`src/hdl/bdq_pkg.sv`:
```
// Shared constants and operation/status codes for the bounded deque.
package bdq_pkg;

    // Payload widths
    localparam int FUNC_W   = 3;
    localparam int VALUE_W  = 32;
    localparam int STATUS_W = 2;
    localparam int COUNT_W  = 5;

    // Default number of stored words
    localparam int DEPTH_DEFAULT = 16;

    // Operation codes
    localparam logic [FUNC_W-1:0] FN_PUSH_FRONT = 3'd0;
    localparam logic [FUNC_W-1:0] FN_PUSH_BACK  = 3'd1;
    localparam logic [FUNC_W-1:0] FN_POP_FRONT  = 3'd2;
    localparam logic [FUNC_W-1:0] FN_POP_BACK   = 3'd3;
    localparam logic [FUNC_W-1:0] FN_CONTAINS   = 3'd4;

    // Result status codes
    localparam logic [STATUS_W-1:0] ST_DONE  = 2'd0;
    localparam logic [STATUS_W-1:0] ST_EMPTY = 2'd1;
    localparam logic [STATUS_W-1:0] ST_FULL  = 2'd2;

endpackage

```
`src/hdl/bdq_if.sv`:
```
// Request and response channel interfaces of the bounded deque.
interface bdq_req_if;
    logic                                 valid;
    logic                                 ready;
    logic        [bdq_pkg::FUNC_W-1:0]    func;
    logic signed [bdq_pkg::VALUE_W-1:0]   value;

    modport source (output valid, output func, output value, input ready);
    modport sink   (input valid, input func, input value, output ready);
endinterface

interface bdq_rsp_if;
    logic                                 valid;
    logic                                 ready;
    logic        [bdq_pkg::STATUS_W-1:0]  status;
    logic                                 found;
    logic signed [bdq_pkg::VALUE_W-1:0]   removed_word;
    logic        [bdq_pkg::COUNT_W-1:0]   entry_count;
    logic                                 is_empty;
    logic                                 is_full;

    modport source (output valid, output status, output found, output removed_word,
                    output entry_count, output is_empty, output is_full, input ready);
    modport sink   (input valid, input status, input found, input removed_word,
                    input entry_count, input is_empty, input is_full, output ready);
endinterface

```
`src/hdl/bounded_deque_with_search_top.sv`:
```
// Bounded deque of signed words in a ring-buffer memory, with key search.
//
// Usage:
//   req carries one request: func (push front, push back, pop front,
//   pop back, contains) and value (word to push or key to search for).
//   rsp returns one response per request: status, found, removed_word,
//   entry_count, is_empty and is_full after the request took effect.
// Timing:
//   One request is in work at a time; req.ready is high while the block
//   waits for a request. The memory read is registered.
//   Push, rejected push, ignored pop, search of an empty store and
//   unknown codes go from idle straight to loading the response. Pop
//   reads the word first. Contains compares one entry per cycle from
//   the front until a match or the last entry, then loads the response.
//   The next request is taken as soon as the response has been loaded.
// Reset:
//   rst_n clears the count, the front pointer and the response valid.
//   Memory contents are not cleared; no clearing pass is needed.
// Stall:
//   A response waits in the output register while rsp.ready is low; the
//   block accepts one more request and holds its response until free.
module bounded_deque_with_search_top #(
    parameter int DEPTH = bdq_pkg::DEPTH_DEFAULT
) (
    input  logic          clk,
    input  logic          rst_n,
    bdq_req_if.sink       req,
    bdq_rsp_if.source     rsp
);

    localparam int IDX_W = (DEPTH > 1) ? $clog2(DEPTH) : 1;
    localparam int CNT_W = $clog2(DEPTH + 1);
    localparam int SUM_W = CNT_W + 1;
    localparam logic [IDX_W-1:0] LAST_IDX  = IDX_W'(DEPTH - 1);
    localparam logic [CNT_W-1:0] FULL_CNT  = CNT_W'(DEPTH);
    localparam logic [SUM_W-1:0] DEPTH_SUM = SUM_W'(DEPTH);

    typedef enum logic [3:0] {
        S_IDLE = 4'b0001,
        S_POP  = 4'b0010,
        S_SCAN = 4'b0100,
        S_EMIT = 4'b1000
    } state_t;

    // Ring position helpers
    function automatic logic [IDX_W-1:0] idx_inc(input logic [IDX_W-1:0] idx);
        return (idx == LAST_IDX) ? '0 : idx + 1'b1;
    endfunction

    function automatic logic [IDX_W-1:0] idx_dec(input logic [IDX_W-1:0] idx);
        return (idx == '0) ? LAST_IDX : idx - 1'b1;
    endfunction

    // base + off with off below DEPTH, so one subtract wraps it
    function automatic logic [IDX_W-1:0] idx_add(input logic [IDX_W-1:0] base,
                                                 input logic [CNT_W-1:0] off);
        logic [SUM_W-1:0] sum;
        sum = SUM_W'(base) + SUM_W'(off);
        if (sum >= DEPTH_SUM)
        begin
            sum = sum - DEPTH_SUM;
        end
        return sum[IDX_W-1:0];
    endfunction

    state_t                               state_reg, state_next;
    logic        [IDX_W-1:0]              front_reg, front_next;
    logic        [CNT_W-1:0]              occ_reg, occ_next;
    logic        [IDX_W-1:0]              scan_addr_reg, scan_addr_next;
    logic        [CNT_W-1:0]              scan_left_reg, scan_left_next;
    logic signed [bdq_pkg::VALUE_W-1:0]   key_reg, key_next;
    logic        [bdq_pkg::STATUS_W-1:0]  res_status_reg, res_status_next;
    logic                                 res_found_reg, res_found_next;
    logic signed [bdq_pkg::VALUE_W-1:0]   res_removed_reg, res_removed_next;

    logic                                 out_valid_reg, out_valid_next;
    logic        [bdq_pkg::STATUS_W-1:0]  out_status_reg, out_status_next;
    logic                                 out_found_reg, out_found_next;
    logic signed [bdq_pkg::VALUE_W-1:0]   out_removed_reg, out_removed_next;
    logic        [bdq_pkg::COUNT_W-1:0]   out_count_reg, out_count_next;
    logic                                 out_empty_reg, out_empty_next;
    logic                                 out_full_reg, out_full_next;

    // Memory port signals
    logic                                 mem_we;
    logic        [IDX_W-1:0]              mem_waddr;
    logic signed [bdq_pkg::VALUE_W-1:0]   mem_wdata;
    logic                                 mem_re;
    logic        [IDX_W-1:0]              mem_raddr;
    logic signed [bdq_pkg::VALUE_W-1:0]   rd_data_reg;
    logic        [bdq_pkg::VALUE_W-1:0]   mem [DEPTH];

    logic                                 is_full_now;
    logic                                 is_empty_now;
    logic                                 out_free;

    assign is_full_now  = (occ_reg == FULL_CNT);
    assign is_empty_now = (occ_reg == '0);
    assign out_free     = !out_valid_reg || rsp.ready;
    assign req.ready    = (state_reg == S_IDLE);

    // Word store: one write port, one registered read port
    always_ff @(posedge clk)
    begin
        if (mem_we)
        begin
            mem[mem_waddr] <= mem_wdata;
        end
        if (mem_re)
        begin
            rd_data_reg <= mem[mem_raddr];
        end
    end

    // Sequencer
    always_comb
    begin
        state_next       = state_reg;
        front_next       = front_reg;
        occ_next         = occ_reg;
        scan_addr_next   = scan_addr_reg;
        scan_left_next   = scan_left_reg;
        key_next         = key_reg;
        res_status_next  = res_status_reg;
        res_found_next   = res_found_reg;
        res_removed_next = res_removed_reg;

        out_valid_next   = out_valid_reg && !rsp.ready;
        out_status_next  = out_status_reg;
        out_found_next   = out_found_reg;
        out_removed_next = out_removed_reg;
        out_count_next   = out_count_reg;
        out_empty_next   = out_empty_reg;
        out_full_next    = out_full_reg;

        mem_we    = 1'b0;
        mem_waddr = '0;
        mem_wdata = req.value;
        mem_re    = 1'b0;
        mem_raddr = '0;

        unique case (state_reg)
            S_IDLE:
            begin
                if (req.valid)
                begin
                    res_status_next  = bdq_pkg::ST_DONE;
                    res_found_next   = 1'b0;
                    res_removed_next = '0;
                    state_next       = S_EMIT;
                    unique case (req.func)
                        bdq_pkg::FN_PUSH_FRONT:
                        begin
                            if (is_full_now)
                            begin
                                res_status_next = bdq_pkg::ST_FULL;
                            end
                            else
                            begin
                                mem_we     = 1'b1;
                                mem_waddr  = idx_dec(front_reg);
                                front_next = idx_dec(front_reg);
                                occ_next   = occ_reg + 1'b1;
                            end
                        end
                        bdq_pkg::FN_PUSH_BACK:
                        begin
                            if (is_full_now)
                            begin
                                res_status_next = bdq_pkg::ST_FULL;
                            end
                            else
                            begin
                                mem_we    = 1'b1;
                                mem_waddr = idx_add(front_reg, occ_reg);
                                occ_next  = occ_reg + 1'b1;
                            end
                        end
                        bdq_pkg::FN_POP_FRONT:
                        begin
                            if (is_empty_now)
                            begin
                                res_status_next = bdq_pkg::ST_EMPTY;
                            end
                            else
                            begin
                                mem_re     = 1'b1;
                                mem_raddr  = front_reg;
                                front_next = idx_inc(front_reg);
                                occ_next   = occ_reg - 1'b1;
                                state_next = S_POP;
                            end
                        end
                        bdq_pkg::FN_POP_BACK:
                        begin
                            if (is_empty_now)
                            begin
                                res_status_next = bdq_pkg::ST_EMPTY;
                            end
                            else
                            begin
                                mem_re     = 1'b1;
                                mem_raddr  = idx_add(front_reg, occ_reg - 1'b1);
                                occ_next   = occ_reg - 1'b1;
                                state_next = S_POP;
                            end
                        end
                        bdq_pkg::FN_CONTAINS:
                        begin
                            key_next = req.value;
                            if (!is_empty_now)
                            begin
                                mem_re         = 1'b1;
                                mem_raddr      = front_reg;
                                scan_addr_next = idx_inc(front_reg);
                                scan_left_next = occ_reg - 1'b1;
                                state_next     = S_SCAN;
                            end
                        end
                        default:
                        begin
                            // unused codes: no operation
                        end
                    endcase
                end
            end
            S_POP:
            begin
                res_removed_next = rd_data_reg;
                state_next       = S_EMIT;
            end
            S_SCAN:
            begin
                // rd_data_reg holds the entry read in the previous cycle
                if (rd_data_reg == key_reg)
                begin
                    res_found_next = 1'b1;
                    state_next     = S_EMIT;
                end
                else if (scan_left_reg == '0)
                begin
                    state_next = S_EMIT;
                end
                else
                begin
                    mem_re         = 1'b1;
                    mem_raddr      = scan_addr_reg;
                    scan_addr_next = idx_inc(scan_addr_reg);
                    scan_left_next = scan_left_reg - 1'b1;
                end
            end
            S_EMIT:
            begin
                if (out_free)
                begin
                    out_valid_next   = 1'b1;
                    out_status_next  = res_status_reg;
                    out_found_next   = res_found_reg;
                    out_removed_next = res_removed_reg;
                    out_count_next   = bdq_pkg::COUNT_W'(occ_reg);
                    out_empty_next   = is_empty_now;
                    out_full_next    = is_full_now;
                    state_next       = S_IDLE;
                end
            end
            default:
            begin
                state_next = S_IDLE;
            end
        endcase
    end

    // Control registers
    always_ff @(posedge clk or negedge rst_n)
    begin
        if (!rst_n)
        begin
            state_reg     <= S_IDLE;
            front_reg     <= '0;
            occ_reg       <= '0;
            scan_left_reg <= '0;
            out_valid_reg <= 1'b0;
        end
        else
        begin
            state_reg     <= state_next;
            front_reg     <= front_next;
            occ_reg       <= occ_next;
            scan_left_reg <= scan_left_next;
            out_valid_reg <= out_valid_next;
        end
    end

    // Payload registers
    always_ff @(posedge clk)
    begin
        scan_addr_reg   <= scan_addr_next;
        key_reg         <= key_next;
        res_status_reg  <= res_status_next;
        res_found_reg   <= res_found_next;
        res_removed_reg <= res_removed_next;
        out_status_reg  <= out_status_next;
        out_found_reg   <= out_found_next;
        out_removed_reg <= out_removed_next;
        out_count_reg   <= out_count_next;
        out_empty_reg   <= out_empty_next;
        out_full_reg    <= out_full_next;
    end

    assign rsp.valid        = out_valid_reg;
    assign rsp.status       = out_status_reg;
    assign rsp.found        = out_found_reg;
    assign rsp.removed_word = out_removed_reg;
    assign rsp.entry_count  = out_count_reg;
    assign rsp.is_empty     = out_empty_reg;
    assign rsp.is_full      = out_full_reg;

`ifndef ASSERT_OFF
    // Occupancy never passes the store size
    a_occ_bound: assert property (@(posedge clk) disable iff (!rst_n)
        occ_reg <= FULL_CNT)
        else $error("occupancy above depth");

    // A push on a full store leaves the occupancy alone
    a_full_push: assert property (@(posedge clk) disable iff (!rst_n)
        (req.valid && req.ready && is_full_now &&
         (req.func == bdq_pkg::FN_PUSH_FRONT || req.func == bdq_pkg::FN_PUSH_BACK))
        |=> $stable(occ_reg))
        else $error("push on full changed occupancy");

    // The search never runs past the stored entries
    a_scan_bound: assert property (@(posedge clk) disable iff (!rst_n)
        (state_reg == S_SCAN) |-> (scan_left_reg < occ_reg))
        else $error("search beyond stored entries");

    // Reads and writes of the store never share a cycle
    a_one_access: assert property (@(posedge clk) disable iff (!rst_n)
        !(mem_we && mem_re))
        else $error("store read and write in one cycle");

    // A response is loaded only when the output register is free
    a_no_overwrite: assert property (@(posedge clk) disable iff (!rst_n)
        (state_reg == S_EMIT && out_valid_reg && !rsp.ready) |=> (state_reg == S_EMIT))
        else $error("response loaded over a pending one");
`endif

endmodule

```
`src/flat_wrapper.sv`:
```
// flat-port wrapper written by rule: the top's interface ports become plain ports
module bounded_deque_with_search_top_flat 
#(
    parameter int DEPTH = bdq_pkg::DEPTH_DEFAULT
)
  (clk, rst_n, req_valid, req_func, req_value, req_ready, rsp_valid, rsp_status, rsp_found, rsp_removed_word, rsp_entry_count, rsp_is_empty, rsp_is_full, rsp_ready);
  bdq_req_if req_i ();
  bdq_rsp_if rsp_i ();
  input  logic clk;
  input  logic rst_n;
  input wire logic [$bits(req_i.valid)-1:0] req_valid;
  input wire logic [$bits(req_i.func)-1:0] req_func;
  input wire logic [$bits(req_i.value)-1:0] req_value;
  output wire logic [$bits(req_i.ready)-1:0] req_ready;
  output wire logic [$bits(rsp_i.valid)-1:0] rsp_valid;
  output wire logic [$bits(rsp_i.status)-1:0] rsp_status;
  output wire logic [$bits(rsp_i.found)-1:0] rsp_found;
  output wire logic [$bits(rsp_i.removed_word)-1:0] rsp_removed_word;
  output wire logic [$bits(rsp_i.entry_count)-1:0] rsp_entry_count;
  output wire logic [$bits(rsp_i.is_empty)-1:0] rsp_is_empty;
  output wire logic [$bits(rsp_i.is_full)-1:0] rsp_is_full;
  input wire logic [$bits(rsp_i.ready)-1:0] rsp_ready;
  assign req_i.valid = req_valid;
  assign req_i.func = req_func;
  assign req_i.value = req_value;
  assign req_ready = req_i.ready;
  assign rsp_valid = rsp_i.valid;
  assign rsp_status = rsp_i.status;
  assign rsp_found = rsp_i.found;
  assign rsp_removed_word = rsp_i.removed_word;
  assign rsp_entry_count = rsp_i.entry_count;
  assign rsp_is_empty = rsp_i.is_empty;
  assign rsp_is_full = rsp_i.is_full;
  assign rsp_i.ready = rsp_ready;
  bounded_deque_with_search_top #(.DEPTH(DEPTH)) u_core (.clk(clk), .rst_n(rst_n), .req(req_i), .rsp(rsp_i));
endmodule
```
`config.mk`:
```
export PLATFORM = sky130hd
export DESIGN_NAME = bounded_deque_with_search_top_flat
export DESIGN_NICKNAME = d
export VERILOG_FILES = /design/src/hdl/bdq_pkg.sv /design/src/hdl/bdq_if.sv /design/src/hdl/bounded_deque_with_search_top.sv /design/src/flat_wrapper.sv
export SDC_FILE = /design/constraint.sdc
export NUM_CORES = 1
export LEC_CHECK = 0
export BUFFER_PORTS_ARGS = -buffer_cell sky130_fd_sc_hd__buf_2
export CAP_MARGIN = 15
export CELL_PAD_IN_SITES_DETAIL_PLACEMENT = 1
export CELL_PAD_IN_SITES_GLOBAL_PLACEMENT = 1
export CORE_ASPECT_RATIO = 0.7
export CORE_MARGIN = 5
export CORE_UTILIZATION = 30
export DETAILED_ROUTE_END_ITERATION = 10
export GPL_TIMING_DRIVEN = 1
export HOLD_SLACK_MARGIN = 0.03
export PLACE_DENSITY = 0.56
export RECOVER_POWER = 50
export SYNTH_ARGS = -nofsm -noshare
export SYNTH_HDL_FRONTEND = slang
export SYNTH_SLANG_ARGS = --single-unit
export TNS_END_PERCENT = 50
```
`constraint.sdc`:
```
create_clock -name clk -period 4.8 [get_ports clk]
set_input_delay 0 -clock clk [delete_from_list [all_inputs] [get_ports clk]]
set_output_delay 0 -clock clk [all_outputs]
set_load 0.03 [all_outputs]
```
==> flow_summary.toml <==
[outcome]
status = "finished, violations left"
violations = "max-capacitance violations, max-slew violations"

[synthesis]
synth_fa_ha_area_share_pct = 0.794
yosys.area_share.simple_pct = 5.77
syn_inst = 1731
syn-mean-instance-area_sq_um = 15.7
synth_top_family_by_area = "compound AO/OA/AOI/OAI gates"
yosysSeqAreaShare_pct = 74.6
ys_ff_latch = 676
synth.most_common_cell = "edfxtp_1"
synth_top_area_cell = "edfxtp_1"
netlist_area_sq_um = 27100
synth_cell_types = 63
synth_nets = 1786
synth_compound_area_share_pct = 11.2
synth_top_cell_area_share_pct = 72.8
synth_edf_count = 657
ys_top_cells_by_area = "edfxtp_1 73%, mux2i_1 3.7%, o21ai_0 2.9%"
synth_common_cells = "657 x edfxtp_1, 155 x o21ai_0, 122 x nand2_1"
ys_warn_count = 0
synthMuxAreaShare_pct = 3.90
ys.flop_type = "edfxtp_1"
synth_xor_area_share_pct = 1.65
async_reset_ff_share_pct = 2.81

[placement]
dp_hpwl_um = 48400
place_area_sq_um = 29300
port_buffers = 82
gp_congestion = 0.776

[worst_setup_path]
crit_path_end_kind = "flip-flop"
max_stage_delay_ns = 0.77
crit_buf_inv = 1
crit_type = "flip-flop to flip-flop"
path_cells = "or4b_1, a31oi_4, and2_1, a21boi_4, nor2_1, nor2_4, buf_4, a32o_1, o21ai_0"
critPathLaunchType = "flip-flop"
cp_top_family = "simple AND/OR/NAND/NOR gates"
cp.required_ns = 5.16
critical_path_arrival_ns = 4.59
crit_fanout = 30
slowest_stage = "a21boi_4"

[grt]
antenna_found_initial = 8
grt_pass1_vias = 16956
grt_max_degree = 109
grtUsageTotal_pct = 16.8
globalRoute.totalOverflow = 0
grt_pass1_wl_um = 120000

[power_and_ir_drop]
p_leak_nw = 10.5
power.total_w = 0.0145
power_density_nw_per_um2 = 456
ir_drop_v = 0.000236

[cts]
cts.repair.resized = 0
post_cts_buffers = 0
clock_sinks = 676
clock_latency_ns = 0.62
cts_buffers = 70
cts_tree = "built"
htree_levels = 3
clk_pin_slew_ns = 0.07
cts_buffer_depth = 3
cts_root_buf = "clkbuf_16"

[drt]
first_iter_violations = 1477
drc = 0
dr.pass1.iters = 5
num_vias = 16455
antenna_left = 0
drt-total-wl_um = 82500
drt-vias-per-instance = 5.31
wire_per_inst_um = 26.7

[final_layout]
fin_area_sq_um = 31800
syn2layout_area_growth_pct = 17.4
fin_nets = 1922
largest_reg_flops = 512
layout-drive-gt1-share_pct = 12.1
regMostFlops = "u_core.mem"

[sta]
finalHoldViolCount = 0
rsz0062_at_grt = "false"
relSlewSlack_pct = -20.8
min_period_ns = 4.23
clock_skew_ns = 0.0196
finalSetupViolCount = 0
worst_pin_slew_ns = 1.81
fmax_mhz = 237
period_share_pct = 88.1
report.final.slew_viol_count = 21
fin_setup_tns_ns = 0

[floorplanning]
die_y_um = 261
dieArea_sq_um = 96500
row_count = 92
io_pins = 83
core_region_area_sq_um = 89800
die_w_um = 369
initial_utilization_pct = 30.2

[run]
cap_violations = 1

[min_path]
hp-class = "primary input to flip-flop"
report_power, final:
group	switching (W)	leakage [nW]	internal [W]
sequential	0.000243	6.17	0.00691
clock	0.00229	1.08	0.00310
combinational	0.00133	3.27	0.000641
total	0.00386	10.5	0.0106
stage by stage:
| step | utilization (%) | worst slack [ns] | instances | hold WS (ns) |
|---|---|---|---|---|
| floorplan | - | 1.04 | 1731 | -0.296 |
| global placement | 32.6 | 0.701 | 2929 | -0.00934 |
| detailed placement | 32.6 | 0.567 | 2929 | -0.00966 |
| CTS | 35.6 | 0.564 | 3093 | 0.0750 |
| global route | 35.4 | 0.390 | 3094 | 0.169 |
| finish | 35.4 | 0.574 | 3096 | 0.110 |
layer usage:
layer / global-route usage, % / up-vias / share of wire [%]
met3: 4.16 / 114 / 7.3
met2: 25.3 / 505 / 44
met5: 0 / - / 0.016
met4: 4.02 / 2 / 2.0
li1: - / 7154 / -
met1: 24.5 / 8680 / 47
cell type report:
class	instances	area [sq um]
sequential	676	20200
antenna	2	5.00
tap	1175	1470
clock buffer	90	1920
multi-input combinational	916	6530
fill	9162	58000
timing repair buffer	188	1310
clock inverter	34	309
inverter	15	56.3
layout by cell type, fill, tap and decap left out, types with 9 or more instances in the layout:
cell type / netlist / layout
edfxtp_1: 657 / 657
o21ai_0: 155 / 154
nand2_1: 122 / 120
mux2i_1: 100 / 100
clkbuf_1: 91 / 94
clkbuf_16: 0 / 74
nand3_1: 65 / 65
a32oi_1: 55 / 55
buf_4: 5 / 54
a311oi_1: 52 / 52
xnor2_1: 44 / 44
dlygate4sd3_1: 0 / 40
a21oi_1: 36 / 36
a32o_1: 25 / 25
o221a_2: 25 / 25
a22oi_1: 25 / 25
nor2_1: 38 / 19
nor2_4: 0 / 19
and2_0: 0 / 18
dfrtp_1: 18 / 18
and2_1: 34 / 16
inv_1: 15 / 15
clkinv_1: 0 / 15
ha_1: 14 / 14
and3_1: 14 / 13
buf_12: 0 / 9
worst paths after layout:
check | depth (start not counted) | startpoint | slack (ns) | to
worst min-delay path | 4 | req_func[0] | 0.11 | u_core.front_reg[2]
worst max register to register | 9 | u_core.state_reg[1] | 0.57 | u_core.rd_data_reg[13]
max in group asynchronous | 4 | rst_n | 2.87 | u_core.scan_left_reg[2]
min in group asynchronous | 3 | rst_n | 0.56 | u_core.state_reg[0]
worst max-delay path | 9 | u_core.state_reg[1] | 0.57 | u_core.rd_data_reg[13]
worst min register to register | 0 | u_core.res_removed_reg[19] | 0.41 | u_core.rsp.removed_word[19]
tightest hold or removal path: cells and delay by family:
family                    cells  cell delay (ns)
buffers and inverters         1             0.21
AOI/OAI and AO/OA             2             0.35
xor gates and xnor gates      1             0.13
kinds of logic after synthesis:
group | Yosys count
adders and majority gates | 16
AOI/OAI and AO/OA | 425
and+or+nand+nor | 321
buffers and inverters | 139
muxes | 103
xor gates and xnor gates | 51
DFF | 676
repair_timing:
| action | in CTS | in global routing |
|---|---|---|
| hold buffers | 40 | 0 |
| endpoints found under the hold margin | 576 | 0 |
| setup endpoints to repair | 0 | 0 |
Power figures use the tool's default switching activity.
